===== src/hdl/spq_pkg.sv =====
// ----------------------------------------------------------------------------
// Sorted priority queue package
// Field widths, operation and status codes, and the controller interface.
// ----------------------------------------------------------------------------
package spq_pkg;

  localparam int KEY_W   = 16;
  localparam int TAG_W   = 16;
  localparam int ENTRY_W = KEY_W + TAG_W;

  localparam logic [1:0] OP_OFFER = 2'd0;
  localparam logic [1:0] OP_POLL  = 2'd1;
  localparam logic [1:0] OP_QUERY = 2'd2;

  localparam logic [1:0] STS_OK    = 2'd0;
  localparam logic [1:0] STS_EMPTY = 2'd1;
  localparam logic [1:0] STS_FULL  = 2'd2;

  typedef struct packed {
    logic load;
    logic rd_idx;
    logic rd_idx_m1;
    logic rd_head;
    logic idx_inc;
    logic idx_dec;
    logic idx_one;
    logic idx_from_cnt;
    logic set_pos;
    logic wr_shift_up;
    logic wr_shift_down;
    logic wr_new;
    logic cnt_inc;
    logic cnt_dec;
    logic set_ins;
    logic set_full;
    logic set_empty;
    logic cap_removed;
    logic cap_head;
  } cmd_t;

  typedef struct packed {
    logic [1:0] op;
    logic       full;
    logic       empty;
    logic       idx_eq_cnt;
    logic       idx_gt_pos;
    logic       key_first;
  } sts_t;

endpackage


===== src/hdl/spq_ram.sv =====
// ----------------------------------------------------------------------------
// Generic RAM
// One write port and one read port with registered read data.
// ----------------------------------------------------------------------------
module spq_ram #(
  parameter int WIDTH = 32,
  parameter int DEPTH = 16
) (
  input  logic                     clk,
  input  logic                     we,
  input  logic [$clog2(DEPTH)-1:0] waddr,
  input  logic [WIDTH-1:0]         wdata,
  input  logic [$clog2(DEPTH)-1:0] raddr,
  output logic [WIDTH-1:0]         rdata
);

  logic [WIDTH-1:0] mem [DEPTH];

  always_ff @(posedge clk) begin
    if (we) begin
      mem[waddr] <= wdata;
    end
    rdata <= mem[raddr];
  end

endmodule


===== src/hdl/spq_dp.sv =====
// ----------------------------------------------------------------------------
// Sorted priority queue datapath
// Entry RAM, count, index and position registers, key compare and results.
// ----------------------------------------------------------------------------
module spq_dp #(
  parameter int QUEUE_DEPTH = 16
) (
  input  logic                      clk,
  input  logic                      rst_n,
  input  spq_pkg::cmd_t             cmd,
  output spq_pkg::sts_t             sts,
  input  logic                      cfg_we,
  input  logic                      cfg_descending_order,
  input  logic [1:0]                in_opcode,
  input  logic [spq_pkg::KEY_W-1:0] in_item_key,
  input  logic [spq_pkg::TAG_W-1:0] in_item_tag,
  output logic [1:0]                out_status,
  output logic [3:0]                out_insert_index,
  output logic [spq_pkg::KEY_W-1:0] out_removed_key,
  output logic [spq_pkg::TAG_W-1:0] out_removed_tag,
  output logic                      out_head_valid,
  output logic [spq_pkg::KEY_W-1:0] out_head_key,
  output logic [spq_pkg::TAG_W-1:0] out_head_tag,
  output logic [4:0]                out_count
);

  localparam int AW = $clog2(QUEUE_DEPTH);
  localparam int CW = $clog2(QUEUE_DEPTH + 1);
  localparam logic [CW-1:0] DEPTH_C = CW'(QUEUE_DEPTH);

  logic                      desc_r;
  logic [CW-1:0]             cnt_r;
  logic [CW-1:0]             idx_r;
  logic [CW-1:0]             pos_r;
  logic [1:0]                op_r;
  logic [spq_pkg::KEY_W-1:0] key_r;
  logic [spq_pkg::TAG_W-1:0] tag_r;
  logic [1:0]                status_r;
  logic [AW-1:0]             ins_r;
  logic [spq_pkg::KEY_W-1:0] rkey_r;
  logic [spq_pkg::TAG_W-1:0] rtag_r;
  logic                      hvalid_r;
  logic [spq_pkg::KEY_W-1:0] hkey_r;
  logic [spq_pkg::TAG_W-1:0] htag_r;

  logic [CW-1:0]               idx_m1;
  logic [AW-1:0]               raddr;
  logic [AW-1:0]               waddr;
  logic [spq_pkg::ENTRY_W-1:0] wdata;
  logic [spq_pkg::ENTRY_W-1:0] rdata;
  logic                        we;
  logic [spq_pkg::KEY_W-1:0]   rd_key;
  logic [spq_pkg::TAG_W-1:0]   rd_tag;
  logic [AW+3:0]               ins_ext;
  logic [CW+4:0]               cnt_ext;

  assign idx_m1 = idx_r - 1'b1;
  assign rd_key = rdata[spq_pkg::ENTRY_W-1:spq_pkg::TAG_W];
  assign rd_tag = rdata[spq_pkg::TAG_W-1:0];

  always_comb begin
    if (cmd.rd_head) begin
      raddr = '0;
    end else if (cmd.rd_idx_m1) begin
      raddr = idx_m1[AW-1:0];
    end else if (cmd.rd_idx) begin
      raddr = idx_r[AW-1:0];
    end else begin
      raddr = '0;
    end
  end

  always_comb begin
    we    = cmd.wr_new | cmd.wr_shift_up | cmd.wr_shift_down;
    wdata = rdata;
    waddr = idx_r[AW-1:0];
    if (cmd.wr_new) begin
      waddr = pos_r[AW-1:0];
      wdata = {key_r, tag_r};
    end else if (cmd.wr_shift_down) begin
      waddr = idx_m1[AW-1:0];
    end
  end

  spq_ram #(
    .WIDTH (spq_pkg::ENTRY_W),
    .DEPTH (QUEUE_DEPTH)
  ) u_ram (
    .clk   (clk),
    .we    (we),
    .waddr (waddr),
    .wdata (wdata),
    .raddr (raddr),
    .rdata (rdata)
  );

  always_comb begin
    sts.op         = op_r;
    sts.full       = (cnt_r == DEPTH_C);
    sts.empty      = (cnt_r == '0);
    sts.idx_eq_cnt = (idx_r == cnt_r);
    sts.idx_gt_pos = (idx_r > pos_r);
    sts.key_first  = desc_r ? (key_r > rd_key) : (key_r < rd_key);
  end

  always_ff @(posedge clk) begin
    if (!rst_n) begin
      desc_r <= 1'b0;
      cnt_r  <= '0;
      idx_r  <= '0;
      pos_r  <= '0;
    end else begin
      if (cfg_we) begin
        desc_r <= cfg_descending_order;
      end
      if (cmd.cnt_inc) begin
        cnt_r <= cnt_r + 1'b1;
      end else if (cmd.cnt_dec) begin
        cnt_r <= cnt_r - 1'b1;
      end
      if (cmd.load) begin
        idx_r <= '0;
      end else if (cmd.idx_from_cnt) begin
        idx_r <= cnt_r;
      end else if (cmd.idx_one) begin
        idx_r <= CW'(1);
      end else if (cmd.idx_inc) begin
        idx_r <= idx_r + 1'b1;
      end else if (cmd.idx_dec) begin
        idx_r <= idx_m1;
      end
      if (cmd.set_pos) begin
        pos_r <= idx_r;
      end
    end
  end

  always_ff @(posedge clk) begin
    if (cmd.load) begin
      op_r     <= in_opcode;
      key_r    <= in_item_key;
      tag_r    <= in_item_tag;
      status_r <= spq_pkg::STS_OK;
      ins_r    <= '0;
      rkey_r   <= '0;
      rtag_r   <= '0;
    end else begin
      if (cmd.set_full) begin
        status_r <= spq_pkg::STS_FULL;
      end
      if (cmd.set_empty) begin
        status_r <= spq_pkg::STS_EMPTY;
      end
      if (cmd.set_ins) begin
        ins_r <= pos_r[AW-1:0];
      end
      if (cmd.cap_removed) begin
        rkey_r <= rd_key;
        rtag_r <= rd_tag;
      end
    end
    if (cmd.cap_head) begin
      hvalid_r <= (cnt_r != '0);
      hkey_r   <= (cnt_r != '0) ? rd_key : '0;
      htag_r   <= (cnt_r != '0) ? rd_tag : '0;
    end
  end

  assign ins_ext = {{4{1'b0}}, ins_r};
  assign cnt_ext = {{5{1'b0}}, cnt_r};

  assign out_status       = status_r;
  assign out_insert_index = ins_ext[3:0];
  assign out_removed_key  = rkey_r;
  assign out_removed_tag  = rtag_r;
  assign out_head_valid   = hvalid_r;
  assign out_head_key     = hkey_r;
  assign out_head_tag     = htag_r;
  assign out_count        = cnt_ext[4:0];

endmodule


===== src/hdl/spq_ctrl.sv =====
// ----------------------------------------------------------------------------
// Sorted priority queue controller
// Sequences search and shift where needed, then head read and result strobe.
// ----------------------------------------------------------------------------
module spq_ctrl (
  input  logic          clk,
  input  logic          rst_n,
  input  logic          start,
  input  spq_pkg::sts_t sts,
  output spq_pkg::cmd_t cmd,
  output logic          busy,
  output logic          out_valid
);

  typedef enum logic [3:0] {
    S_IDLE,
    S_DECODE,
    S_SRCH_RD,
    S_SRCH_CMP,
    S_SH_RD,
    S_SH_WR,
    S_INS_WR,
    S_PL_CAP,
    S_PD_RD,
    S_PD_WR,
    S_HD_RD,
    S_HD_CAP,
    S_DONE
  } state_t;

  state_t state_r;
  state_t state_nxt;
  logic   busy_r;
  logic   out_valid_r;

  always_comb begin
    state_nxt = state_r;
    cmd       = '0;
    unique case (state_r)
      S_IDLE: begin
        if (start) begin
          cmd.load  = 1'b1;
          state_nxt = S_DECODE;
        end
      end
      S_DECODE: begin
        unique case (sts.op)
          spq_pkg::OP_OFFER: begin
            if (sts.full) begin
              cmd.set_full = 1'b1;
              state_nxt    = S_HD_RD;
            end else begin
              state_nxt = S_SRCH_RD;
            end
          end
          spq_pkg::OP_POLL: begin
            if (sts.empty) begin
              cmd.set_empty = 1'b1;
              state_nxt     = S_HD_RD;
            end else begin
              cmd.rd_head = 1'b1;
              state_nxt   = S_PL_CAP;
            end
          end
          default: begin
            state_nxt = S_HD_RD;
          end
        endcase
      end
      S_SRCH_RD: begin
        if (sts.idx_eq_cnt) begin
          cmd.set_pos      = 1'b1;
          cmd.idx_from_cnt = 1'b1;
          state_nxt        = S_SH_RD;
        end else begin
          cmd.rd_idx = 1'b1;
          state_nxt  = S_SRCH_CMP;
        end
      end
      S_SRCH_CMP: begin
        if (sts.key_first) begin
          cmd.set_pos      = 1'b1;
          cmd.idx_from_cnt = 1'b1;
          state_nxt        = S_SH_RD;
        end else begin
          cmd.idx_inc = 1'b1;
          state_nxt   = S_SRCH_RD;
        end
      end
      S_SH_RD: begin
        if (sts.idx_gt_pos) begin
          cmd.rd_idx_m1 = 1'b1;
          state_nxt     = S_SH_WR;
        end else begin
          state_nxt = S_INS_WR;
        end
      end
      S_SH_WR: begin
        cmd.wr_shift_up = 1'b1;
        cmd.idx_dec     = 1'b1;
        state_nxt       = S_SH_RD;
      end
      S_INS_WR: begin
        cmd.wr_new  = 1'b1;
        cmd.cnt_inc = 1'b1;
        cmd.set_ins = 1'b1;
        state_nxt   = S_HD_RD;
      end
      S_PL_CAP: begin
        cmd.cap_removed = 1'b1;
        cmd.idx_one     = 1'b1;
        state_nxt       = S_PD_RD;
      end
      S_PD_RD: begin
        if (sts.idx_eq_cnt) begin
          cmd.cnt_dec = 1'b1;
          state_nxt   = S_HD_RD;
        end else begin
          cmd.rd_idx = 1'b1;
          state_nxt  = S_PD_WR;
        end
      end
      S_PD_WR: begin
        cmd.wr_shift_down = 1'b1;
        cmd.idx_inc       = 1'b1;
        state_nxt         = S_PD_RD;
      end
      S_HD_RD: begin
        cmd.rd_head = 1'b1;
        state_nxt   = S_HD_CAP;
      end
      S_HD_CAP: begin
        cmd.cap_head = 1'b1;
        state_nxt    = S_DONE;
      end
      S_DONE: begin
        state_nxt = S_IDLE;
      end
      default: begin
        state_nxt = S_IDLE;
      end
    endcase
  end

  always_ff @(posedge clk) begin
    if (!rst_n) begin
      state_r     <= S_IDLE;
      busy_r      <= 1'b0;
      out_valid_r <= 1'b0;
    end else begin
      state_r     <= state_nxt;
      busy_r      <= (state_nxt != S_IDLE);
      out_valid_r <= (state_nxt == S_DONE);
    end
  end

  assign busy      = busy_r;
  assign out_valid = out_valid_r;

endmodule


===== src/hdl/sorted_priority_queue.sv =====
// ----------------------------------------------------------------------------
// Sorted priority queue
// Stable sorted queue of key and tag entries with offer, poll and query.
//
//   Channel  Handshake            Transfer when
//   in_      start / busy         start high and busy low
//   out_     out_valid strobe     every cycle with out_valid high
//   cfg_     cfg_valid/cfg_ready  cfg_valid and cfg_ready high
//
// An offer walks the entry RAM through its single read port once for the
// search and once for the shift, a poll once for its shift; a query, a
// dropped offer or a poll on an empty queue only reads the head.
// Synchronous active-low reset empties the queue and selects ascending order.
// The strobe lasts one cycle and cannot be stalled; busy falls as it ends.
// ----------------------------------------------------------------------------
module sorted_priority_queue #(
  parameter int QUEUE_DEPTH = 16
) (
  input  logic                      clk,
  input  logic                      rst_n,
  input  logic                      start,
  output logic                      busy,
  input  logic [1:0]                in_opcode,
  input  logic [spq_pkg::KEY_W-1:0] in_item_key,
  input  logic [spq_pkg::TAG_W-1:0] in_item_tag,
  input  logic                      cfg_valid,
  output logic                      cfg_ready,
  input  logic                      cfg_descending_order,
  output logic                      out_valid,
  output logic [1:0]                out_status,
  output logic [3:0]                out_insert_index,
  output logic [spq_pkg::KEY_W-1:0] out_removed_key,
  output logic [spq_pkg::TAG_W-1:0] out_removed_tag,
  output logic                      out_head_valid,
  output logic [spq_pkg::KEY_W-1:0] out_head_key,
  output logic [spq_pkg::TAG_W-1:0] out_head_tag,
  output logic [4:0]                out_count
);

  spq_pkg::cmd_t cmd;
  spq_pkg::sts_t sts;

  assign cfg_ready = 1'b1;

  spq_ctrl u_ctrl (
    .clk       (clk),
    .rst_n     (rst_n),
    .start     (start),
    .sts       (sts),
    .cmd       (cmd),
    .busy      (busy),
    .out_valid (out_valid)
  );

  spq_dp #(
    .QUEUE_DEPTH (QUEUE_DEPTH)
  ) u_dp (
    .clk                  (clk),
    .rst_n                (rst_n),
    .cmd                  (cmd),
    .sts                  (sts),
    .cfg_we               (cfg_valid & cfg_ready),
    .cfg_descending_order (cfg_descending_order),
    .in_opcode            (in_opcode),
    .in_item_key          (in_item_key),
    .in_item_tag          (in_item_tag),
    .out_status           (out_status),
    .out_insert_index     (out_insert_index),
    .out_removed_key      (out_removed_key),
    .out_removed_tag      (out_removed_tag),
    .out_head_valid       (out_head_valid),
    .out_head_key         (out_head_key),
    .out_head_tag         (out_head_tag),
    .out_count            (out_count)
  );

endmodule


===== config.mk =====
export PLATFORM = sky130hd
export DESIGN_NAME = sorted_priority_queue
export DESIGN_NICKNAME = d
export VERILOG_FILES = /design/src/hdl/spq_pkg.sv /design/src/hdl/spq_ram.sv /design/src/hdl/spq_dp.sv /design/src/hdl/spq_ctrl.sv /design/src/hdl/sorted_priority_queue.sv
export SDC_FILE = /design/constraint.sdc
export NUM_CORES = 1
export LEC_CHECK = 0
export BUFFER_PORTS_ARGS = -buffer_cell sky130_fd_sc_hd__buf_2
export CORE_UTILIZATION = 50
export DETAILED_ROUTE_END_ITERATION = 12
export PLACE_DENSITY = 0.67
export SLEW_MARGIN = 20
export SYNTH_ARGS = -nofsm -noshare
export SYNTH_HDL_FRONTEND = slang
export SYNTH_SLANG_ARGS = --single-unit

===== constraint.sdc =====
create_clock -name clk -period 4.19 [get_ports clk]
set_input_delay 0.2095 -clock clk [delete_from_list [all_inputs] [get_ports clk]]
set_output_delay 0.2095 -clock clk [all_outputs]
set_load 0.02 [all_outputs]

==> metrics <==
htree depth 3; Final Setup Violations 0; CTS Buf Count 68; most frequent cells in the layout 579 x edfxtp_1, 547 x nand2_1, 187 x a21oi_1, 116 x buf_2, 92 x dfxtp_1; drt total wl 64100 um; CP cell instances or4b_4 -> or2_0 -> a211oi_2 -> a21o_4 -> buf_12 -> nand2_1 -> a32o_1 -> o221ai_1; period utilization 83.6%; Max transition margin 27.5%; Clock power frac 32.3%; Mapped Cells 2020; setup TNS 0 ns; Final Hold Vio Count 0; area leader, netlist edfxtp_1; RSZ-0062 raised after global routing false; Max stage delay on crit path 0.65 ns; synth top area cells edfxtp_1 65%, nand2_1 7.7%, dfxtp_1 6.9%, a21oi_1 3.5%, a32o_1 2.4%; Synthesized Nets 2086; Sw Share 29.4%; Synth Area in Simple Gates 10.4%; ant diodes 0; Max Clock Freq 0.286 GHz; clock sinks 671; post-DR vias/cell 5.85; initial antenna violation count 0; die span in y 233 um; multiplexer area fraction after synthesis 0.719%; synthesis warning total 0; DRC viols 0; WP buf/inv 1; post-synthesis xor/xnor area fraction 0.395%; Distinct cells, synth 67; Synth Flop Type edfxtp_1; clk slew on worst S/H paths 0.06 ns; total global-route track usage 23.8%; final std cells w/o fill 2927; Synth Area in Adders 1.30%; Post-Syn Area per Cell 13.2 um2; worst-path maximum fanout 72; ANT nets after route 0; initial core utilization 50.7%; largest family of logic cells by synthesized area compound AO/OA/AOI/OAI gates; placeable core area 52600 um2; die area 54200 um2; Pleak 11.1 nW; Clock Tree Buf Depth 3; min Tclk post-route 3.50 ns; Post-synth EDFFs 579; post-synth top area share 65.3%; crit start category flip-flop; Psw 5.55 mW; wire per inst 21.9 um; worst endpoint required time 4.68 ns; IO Port Bufs 116; root buffer cell clkbuf_16; Worst Tran Pin Value 1.09 ns; Final #Nets 2251; HPWL Detailed 36400 um; CTS tree yes; Setup CP Type flip-flop to flip-flop; clk_lat worst skew 0.61 ns; Top Ports 118; first-pass GRT wire length 96600 um; layout cells sized above 1 14.8%; crit path max-delay cell type a21o_4; drt first-iter violations 2059; vias in the first global route 16366; gpl congestion 0.859; pwr dens 609 nW/um2; maximum VDD drop 0.290 mV; # rows 84; Pint 13.3 mW; vias 17120; sequential share of the synthesized area 72.2%; post-CTS setup repair buffer count 0; mapped cell area 26600 um2; Crit path arrival time 3.99 ns; Seq cells post-synth 671; outcome finished, final reports clean; Comb pwr share 21.2%; Hold Crit Class input port to flip-flop; Reg power frac 46.4%; placed cells 2765; complex-gate fraction of the synthesized area 11.8%; Worst setup EP type flip-flop; area growth from synthesis to layout 16.4%; Setup Skew 0.0205 ns; Top delay family on crit path compound AO/OA/AOI/OAI gates; DR pass1 iterations 6; die width 233 um; pin count of the biggest net entering global routing 117; Slew Limit Fails 0; Max-cap violations 0; share of synthesized registers carrying an async set or reset 0%; GRT overflow 0; commonest non-fill, non-tap cell in the layout edfxtp_1
power groups by stage:
| stage | registers, mW | logic (mW) | clock network, mW |
|---|---|---|---|
| finish | 8.76 | 4.00 | 6.10 |
| floorplan | 8.78 | 2.68 | 0 |
| detailed placement | 8.88 | 3.93 | 0 |
| global route | 8.79 | 4.42 | 6.43 |
| CTS | 8.75 | 3.98 | 6.17 |
| global placement | 8.88 | 3.81 | 0 |
registers in the layout, summed over array words and instances, names as in the netlist, 2 cells and up:
signal,flops
u_dp.key_r,16
u_dp.pos_r,5
u_dp.out_removed_tag,16
u_dp.out_head_tag,16
u_dp.out_insert_index,4
u_dp.idx_r,5
u_dp.u_ram.rdata,32
u_ctrl.state_r,4
u_dp.out_status,2
u_dp.u_ram.mem,512
u_dp.out_removed_key,16
u_dp.tag_r,16
u_dp.out_count,5
u_dp.out_head_key,16
u_dp.op_r,2
Yosys cell counts, types with 12 or more instances:
master,n
inv_1,29
nor2b_1,12
a21oi_1,188
buf_6,17
a22oi_1,32
a32oi_1,63
o21ai_0,27
buf_2,43
buf_4,13
a32o_1,64
edfxtp_1,579
dfxtp_1,92
nand2_1,547
nor2_1,58
o221ai_1,31
ha_1,26
clkbuf_1,59
and2_1,21
logic make-up after synthesis:
logic type / Yosys count
adder cells (fa/ha/maj): 27
other: 1
flip-flops: 671
AO/OA/AOI/OAI: 444
multiplexers: 16
XOR/XNOR: 12
AND/OR/NAND/NOR: 687
buffers and inverters: 162
through the flow:
step	total power, mW	setup WS [ns]	instance area [um2]	hold WS (ns)	util, %
global route	19.6	0.474	31000	0.310	59.0
finish	18.9	0.688	31000	0.268	59.0
floorplan	11.5	0.514	26600	0.308	-
CTS	18.9	0.698	31000	0.234	59.0
detailed placement	12.8	0.728	28300	0.388	53.9
global placement	12.7	0.810	28300	0.387	53.9
layer usage:
layer  GRT usage (%)  vias up  wire [um]  share of wire (%)
li1                -     7831          -                  -
met1            33.6     8493      27900                 44
met2            37.6      675      30100                 47
met3            3.46      121       4400                6.9
met4            8.35        0       1650                2.6
met5               0        -          0                  0
tightest hold or removal path: stages:
cell	delay, ns
buf_2	0.11
nand2_1	0.07
nor3_2	0.04
nand2b_1	0.26
nor2_1	0.15
layout make-up:
type                            count  area [um2]
Clock buffer                       93        1920
Clock inverter                     31         332
Fill cell                        4045       21600
Inverter                           30         113
Multi-Input combinational cell   1187        6740
Sequential cell                   671       19200
Tap cell                          688         861
Timing Repair Buffer              227        1780
path summary, 6_finish.rpt:
check	from	endpoint	slack, ns	cells after the start
worst max-delay path	u_ctrl.state_r[0]$_SDFF_PN0_	u_dp.u_ram.rdata[18]$_DFF_P_	0.69	8
worst max register to register	u_ctrl.state_r[0]$_SDFF_PN0_	u_dp.u_ram.rdata[18]$_DFF_P_	0.69	8
worst min register to register	u_dp.out_removed_tag[7]$_SDFFE_PP0P_	u_dp.out_removed_tag[7]$_SDFFE_PP0P_	0.45	2
worst min-delay path	start	u_dp.idx_r[0]$_SDFFE_PP0P_	0.27	5
what timing repair did:
action                    CTS  global route
resized for setup           0             0
hold buffers               38             0
hold endpoints to repair   45             0
(Power assumes the default switching activity.)
